File: src/hdl/gfd_pkg.sv
// ----------------------------------------------------------------------------
// Grid finite difference gradient: shared definitions
// Field widths, register indexes, item kinds and the edge-flag struct used by
// the gradient block and its difference units.
// ----------------------------------------------------------------------------
package gfd_pkg;

    // Default sizing of the mesh and of the coordinates.
    localparam int DEF_MAX_COLS   = 1024;
    localparam int DEF_MAX_ROWS   = 1024;
    localparam int DEF_COORD_BITS = 24;

    // Result field widths.
    localparam int DERIV_W   = 26;
    localparam int POS_W     = 10;
    localparam int M_TDATA_W = 6 * DERIV_W + 2 * POS_W;

    // Configuration port.
    localparam int CFG_W     = 11;
    localparam int CFG_IDX_W = 2;
    localparam logic [CFG_IDX_W-1:0] REG_NUM_ROWS = 2'd0;
    localparam logic [CFG_IDX_W-1:0] REG_NUM_COLS = 2'd1;

    // Mesh size after reset.
    localparam int RESET_DIM = 2;

    // Item kinds carried in s_tuser.
    localparam logic OP_POINT = 1'b0;
    localparam logic OP_DRAIN = 1'b1;

    // Position of a point along one axis of the mesh.
    typedef struct packed {
        logic first;  // first point on this axis
        logic last;   // last point on this axis
        logic zero;   // the axis has a single point
    } gfd_axis_t;

endpackage

File: src/hdl/gfd_diff.sv
// ----------------------------------------------------------------------------
// Grid finite difference gradient: one-axis difference unit
// Central difference in the interior, doubled one-sided difference at the
// edges, zero on an axis of one point. Inputs carry 8 fraction bits, the
// result 9, so the halving of the central difference costs nothing.
// ----------------------------------------------------------------------------
module gfd_diff
    import gfd_pkg::*;
#(
    parameter int COORD_BITS = DEF_COORD_BITS
) (
    input  logic signed [COORD_BITS-1:0] prv_i,
    input  logic signed [COORD_BITS-1:0] cur_i,
    input  logic signed [COORD_BITS-1:0] nxt_i,
    input  gfd_axis_t                    axis_i,
    output logic signed [DERIV_W-1:0]    deriv_o
);

    logic signed [COORD_BITS:0]   minuend;
    logic signed [COORD_BITS:0]   subtrahend;
    logic signed [COORD_BITS:0]   diff;
    logic signed [COORD_BITS+1:0] scaled;

    // Pick the operands: the current point stands in for a missing neighbor.
    assign minuend    = axis_i.last  ? (COORD_BITS+1)'(cur_i) : (COORD_BITS+1)'(nxt_i);
    assign subtrahend = axis_i.first ? (COORD_BITS+1)'(cur_i) : (COORD_BITS+1)'(prv_i);
    assign diff       = minuend - subtrahend;

    // One-sided differences are doubled to match the 9 fraction bits.
    assign scaled = (axis_i.first || axis_i.last) ? {diff, 1'b0} : (COORD_BITS+2)'(diff);

    assign deriv_o = axis_i.zero ? '0 : DERIV_W'(scaled);

endmodule

File: config.mk
export PLATFORM = sky130hd
export DESIGN_NAME = gfd_diff
export DESIGN_NICKNAME = d
export VERILOG_FILES = /design/src/hdl/gfd_pkg.sv /design/src/hdl/gfd_diff.sv
export SDC_FILE = /design/constraint.sdc
export NUM_CORES = 1
export LEC_CHECK = 0
export ABC_AREA = 1
export BUFFER_PORTS_ARGS = -buffer_cell sky130_fd_sc_hd__buf_2
export CAP_MARGIN = 20
export CORE_ASPECT_RATIO = 1.4
export CORE_MARGIN = 8
export CORE_UTILIZATION = 45
export DETAILED_ROUTE_END_ITERATION = 10
export PLACE_DENSITY = 0.74
export SKIP_LAST_GASP = 1
export SYNTH_ARGS = -nofsm -noshare
export SYNTH_HDL_FRONTEND = slang
export SYNTH_SLANG_ARGS = --single-unit
File: constraint.sdc
create_clock -name vclk -period 4.9
set_clock_uncertainty 0.1 [all_clocks]
set_input_delay 0.245 -clock vclk [all_inputs]
set_output_delay 0.245 -clock vclk [all_outputs]
set_load 0.02 [all_outputs]
# ---- Yosys cells after proc, flatten, opt, wreduce, memory -nomap -nowiden
# Cells that the tools add are included.
dict set report classes {
  muxes 4
  reduce_logical 1
  addsub 1
}
# cell count
set op_table {}
lappend op_table {{$mux 25} 3}
lappend op_table {{$mux 26} 1}
lappend op_table {{$sub 25x25->25} 1}
lappend op_table {{$logic_or 1x1->1} 1}
dict set report word_totals {
  elab_cells 6
  inputBits 75
  register_bits 0
}

# ---- Logic depth before layout (Yosys ltp)
dict set report depth {
  word_depth 4
  ltp_mapped 18
  mapped_depth_nobuf 17
}

# ---- Worst setup path after synthesis
# Ideal clock, no wire load.
dict set report synth_path {
  path_type {input to output}
  startpoint {in axis_i[1] in the netlist's numbering}
  endpoint {out deriv_o[17]}
  arrival_ns 2.373
  required_ns 4.555
  slack_ns 2.182
  path_stages 17
  cell_sequence {clkbuf_1 clkbuf_1 nand2_1 o21ai_0 ha_1 fa_1 inv_1 nand3_1 nand3_1 nand2_1 nand2_1 nand2_1 nand2_1 nand2_1 nand2_1 o21ai_0 nor2_1}
}
dict set report synth_between {
  elab_chain_cells 4
}
# item line
set synth_rtl {}
lappend synth_rtl {{start: declaration} gfd_diff.sv:15} ;# input gfd_axis_t axis_i,
lappend synth_rtl {{$mux 25} gfd_diff.sv:25} ;# assign minuend = axis_i.last ? (COORD_BITS+1)'(cur_i) : (COORD_BITS+1)'(nxt_i);
lappend synth_rtl {{$sub 25x25->25} gfd_diff.sv:27} ;# assign diff = minuend - subtrahend;
lappend synth_rtl {{$mux 25 (*)} gfd_diff.sv:30} ;# assign scaled = (axis_i.first || axis_i.last) ? {diff, 1'b0} : (COORD_BITS+2)'(diff);
lappend synth_rtl {{$mux 26 (*)} gfd_diff.sv:32} ;# assign deriv_o = axis_i.zero ? '0 : DERIV_W'(scaled);
lappend synth_rtl {{end: declaration} gfd_diff.sv:16} ;# output logic signed [DERIV_W-1:0] deriv_o
# Mark *: on every way between the ends. The rest lies on a longest branch, timed or not.

# ---- Worst setup path after layout
dict set report layout_path {
  startpoint {in axis_i[1] in the netlist's numbering}
  endpoint {out deriv_o[21]}
}
# Same word-level chain as after synthesis.

==> impl_metrics.yaml <==
run:
  cap_violations: 0
layout:
  multi_input_area_um2: 2280
  seqCellArea_um2: 0
  layout.nets: 767
  final_common_cell: "nand2_1"
  diodes: 0
  final_cell_mix: "250 x nand2_1, 101 x buf_2, 100 x inv_1"
  fill_cells: 681
  design.seq.count: 0
  clock_buffers: 0
  layout-drive-gt1-share_pct: 17.3
  areaGrowthSynthToFinish_pct: 19.4
  fin_area_um2: 3260
logic_synthesis:
  syn_area_um2: 2730
  syn_area_per_cell_um2: 4.74
  ys_seq_area_share_pct: 0
  synth.top_cell.area_share_pct: 34.3
  synth_nets: 677
  syn_inst: 577
  ys_top_cells_by_area: "nand2_1 34%, inv_1 14%, ha_1 11%"
  synth_cell_types: 27
  synth_top_area_cell: "nand2_1"
  yosysWarnings: 0
power_and_ir_drop:
  switching_power_mw: 0.356
  swShare_pct: 65.5
  power.density_nw_per_um2: 166
  clock_power_share_pct: 0
  pwr-share-seq_pct: 0
  ir_worst_vdd_uv: 82.2
  intPower_mw: 0.188
  leakagePower_nw: 2.22
  pwr-share-comb_pct: 100.0
timing:
  setup_tns_ns: 0
  slew_headroom_pct: 40.0
  clock.fmax_ghz: 0.286
  setup_viol: 0
  rsz0062_at_grt: "false"
  period_share_pct: 71.4
  hold_viol: 0
  slew_violations: 0
  worst_slew_pin_slew_ns: 0.899
  period_minus_slack_ns: 3.50
floorplanning:
  fp.dieW_um: 81.9
  ios: 101
  chipHeight_um: 108
  num_rows: 33
  core-area_um2: 5860
  die_area_um2: 8860
  initial_core_util_pct: 46.6
setup_path:
  path_buf_inv: 3
  path_max_fanout: 25
  worstSetupPathType: "input pin to primary output"
  max_stage_delay_ns: 0.49
  crit_arrival_ns: 3.15
  path_cells: "buf_2, inv_1, nand2_1, nand2_1, ha_1, nand2_1, nor2_1, and2_1, nand3_1, nand3_1, nand2_1, nand2_1, nor2_1, nor2_1, buf_2"
  worstPathRequired_ns: 4.55
  cpMostUsedCell: "nand2_1"
  critPathSlowestCell: "inv_1"
  cp-start-kind: "input pin"
  cp_top_family: "simple AND/OR/NAND/NOR gates"
  cp-end-kind: "primary output"
min_path:
  hp-class: "input pin to primary output"
placement:
  port_buffers: 101
  gp_congestion: 0.965
  placed_cell_area_um2: 3260
  post-dp-hpwl_um: 8210
route:
  drtIter0Drc: 128
  vias_per_cell: 4.94
  firstDrtPassIters: 4
  vias: 3628
  wl_um: 9320
  postRouteAntennaNets: 0
  drc: 0
  post_drt_wl_per_cell_um: 12.7
global_routing:
  grt.total_usage_pct: 21.0
  grt_max_degree: 31
  grt_pass1_wl_um: 15300
  grt_pass1_vias: 3546
  grt_remaining_overflow: 0
  antenna_found_initial: 0
clock_tree:
  cts_resized: 0
  post_cts_buffers: 0
  cts-hold-fix-buffers: 0
outcome:
  status: "complete, no violations"
-- metrics by stage --
step	hold WS [ns]	total power, mW	instances	utilization [%]	setup slack [ns]
after floorplan	0.467	0.384	577	-	2.18
after detailed placement	0.719	0.544	735	55.7	1.45
after global routing	0.741	0.611	735	55.7	1.10
after global placement	0.713	0.539	735	55.7	1.48
final	0.716	0.543	735	55.7	1.40
after CTS	0.721	0.546	735	55.7	1.44
-- power groups by stage --
stage	clock, mW	sequential (mW)	combinational [mW]
after global routing	0	0	0.611
after detailed placement	0	0	0.544
after CTS	0	0	0.546
final	0	0	0.543
after floorplan	0	0	0.384
after global placement	0	0	0.539
-- worst paths after layout --
check | start | endpoint | slack, ns | cells past startpoint
hold / removal | axis_i[0] | deriv_o[25] | 0.72 | 3
setup / recovery | axis_i[1] | deriv_o[21] | 1.40 | 15
-- logic make-up (layout without fill, tap and decap cells) --
logic type / after synthesis / after routing / share of synthesized area [%]
compound gates: 40 / 40 / 7.55
xor+xnor: 8 / 8 / 2.56
fa+ha+maj: 25 / 25 / 11.7
buf+inv: 117 / 205 / 16.6
mux: 19 / 19 / 6.96
simple gates: 368 / 368 / 54.6
-- routing by layer --
layer | global-route usage, % | share of wire (%) | vias to the layer above | routed length [um]
li1 | - | - | 1942 | -
met1 | 20.1 | 36 | 1582 | 3380
met2 | 45.0 | 58 | 90 | 5370
met3 | 0.581 | 3.3 | 14 | 310
met4 | 5.04 | 2.7 | 0 | 250
met5 | 0 | 0 | - | 0
-- synth_stat cells (all sizes together), types with 6 or more instances --
cell,instances
xor2,6
nand3,33
inv,104
nand2,254
clkbuf,6
o21ai,20
a21oi,17
mux2i,19
nand4,9
nor2,66
buf,7
ha,24
-- layout make-up --
type | instances | share of cell area, %
multi-input cells | 460 | 69.9
repair buffers | 101 | 15.5
inverters | 104 | 12.0
well taps | 70 | 2.68
(Power assumes the default switching activity.)
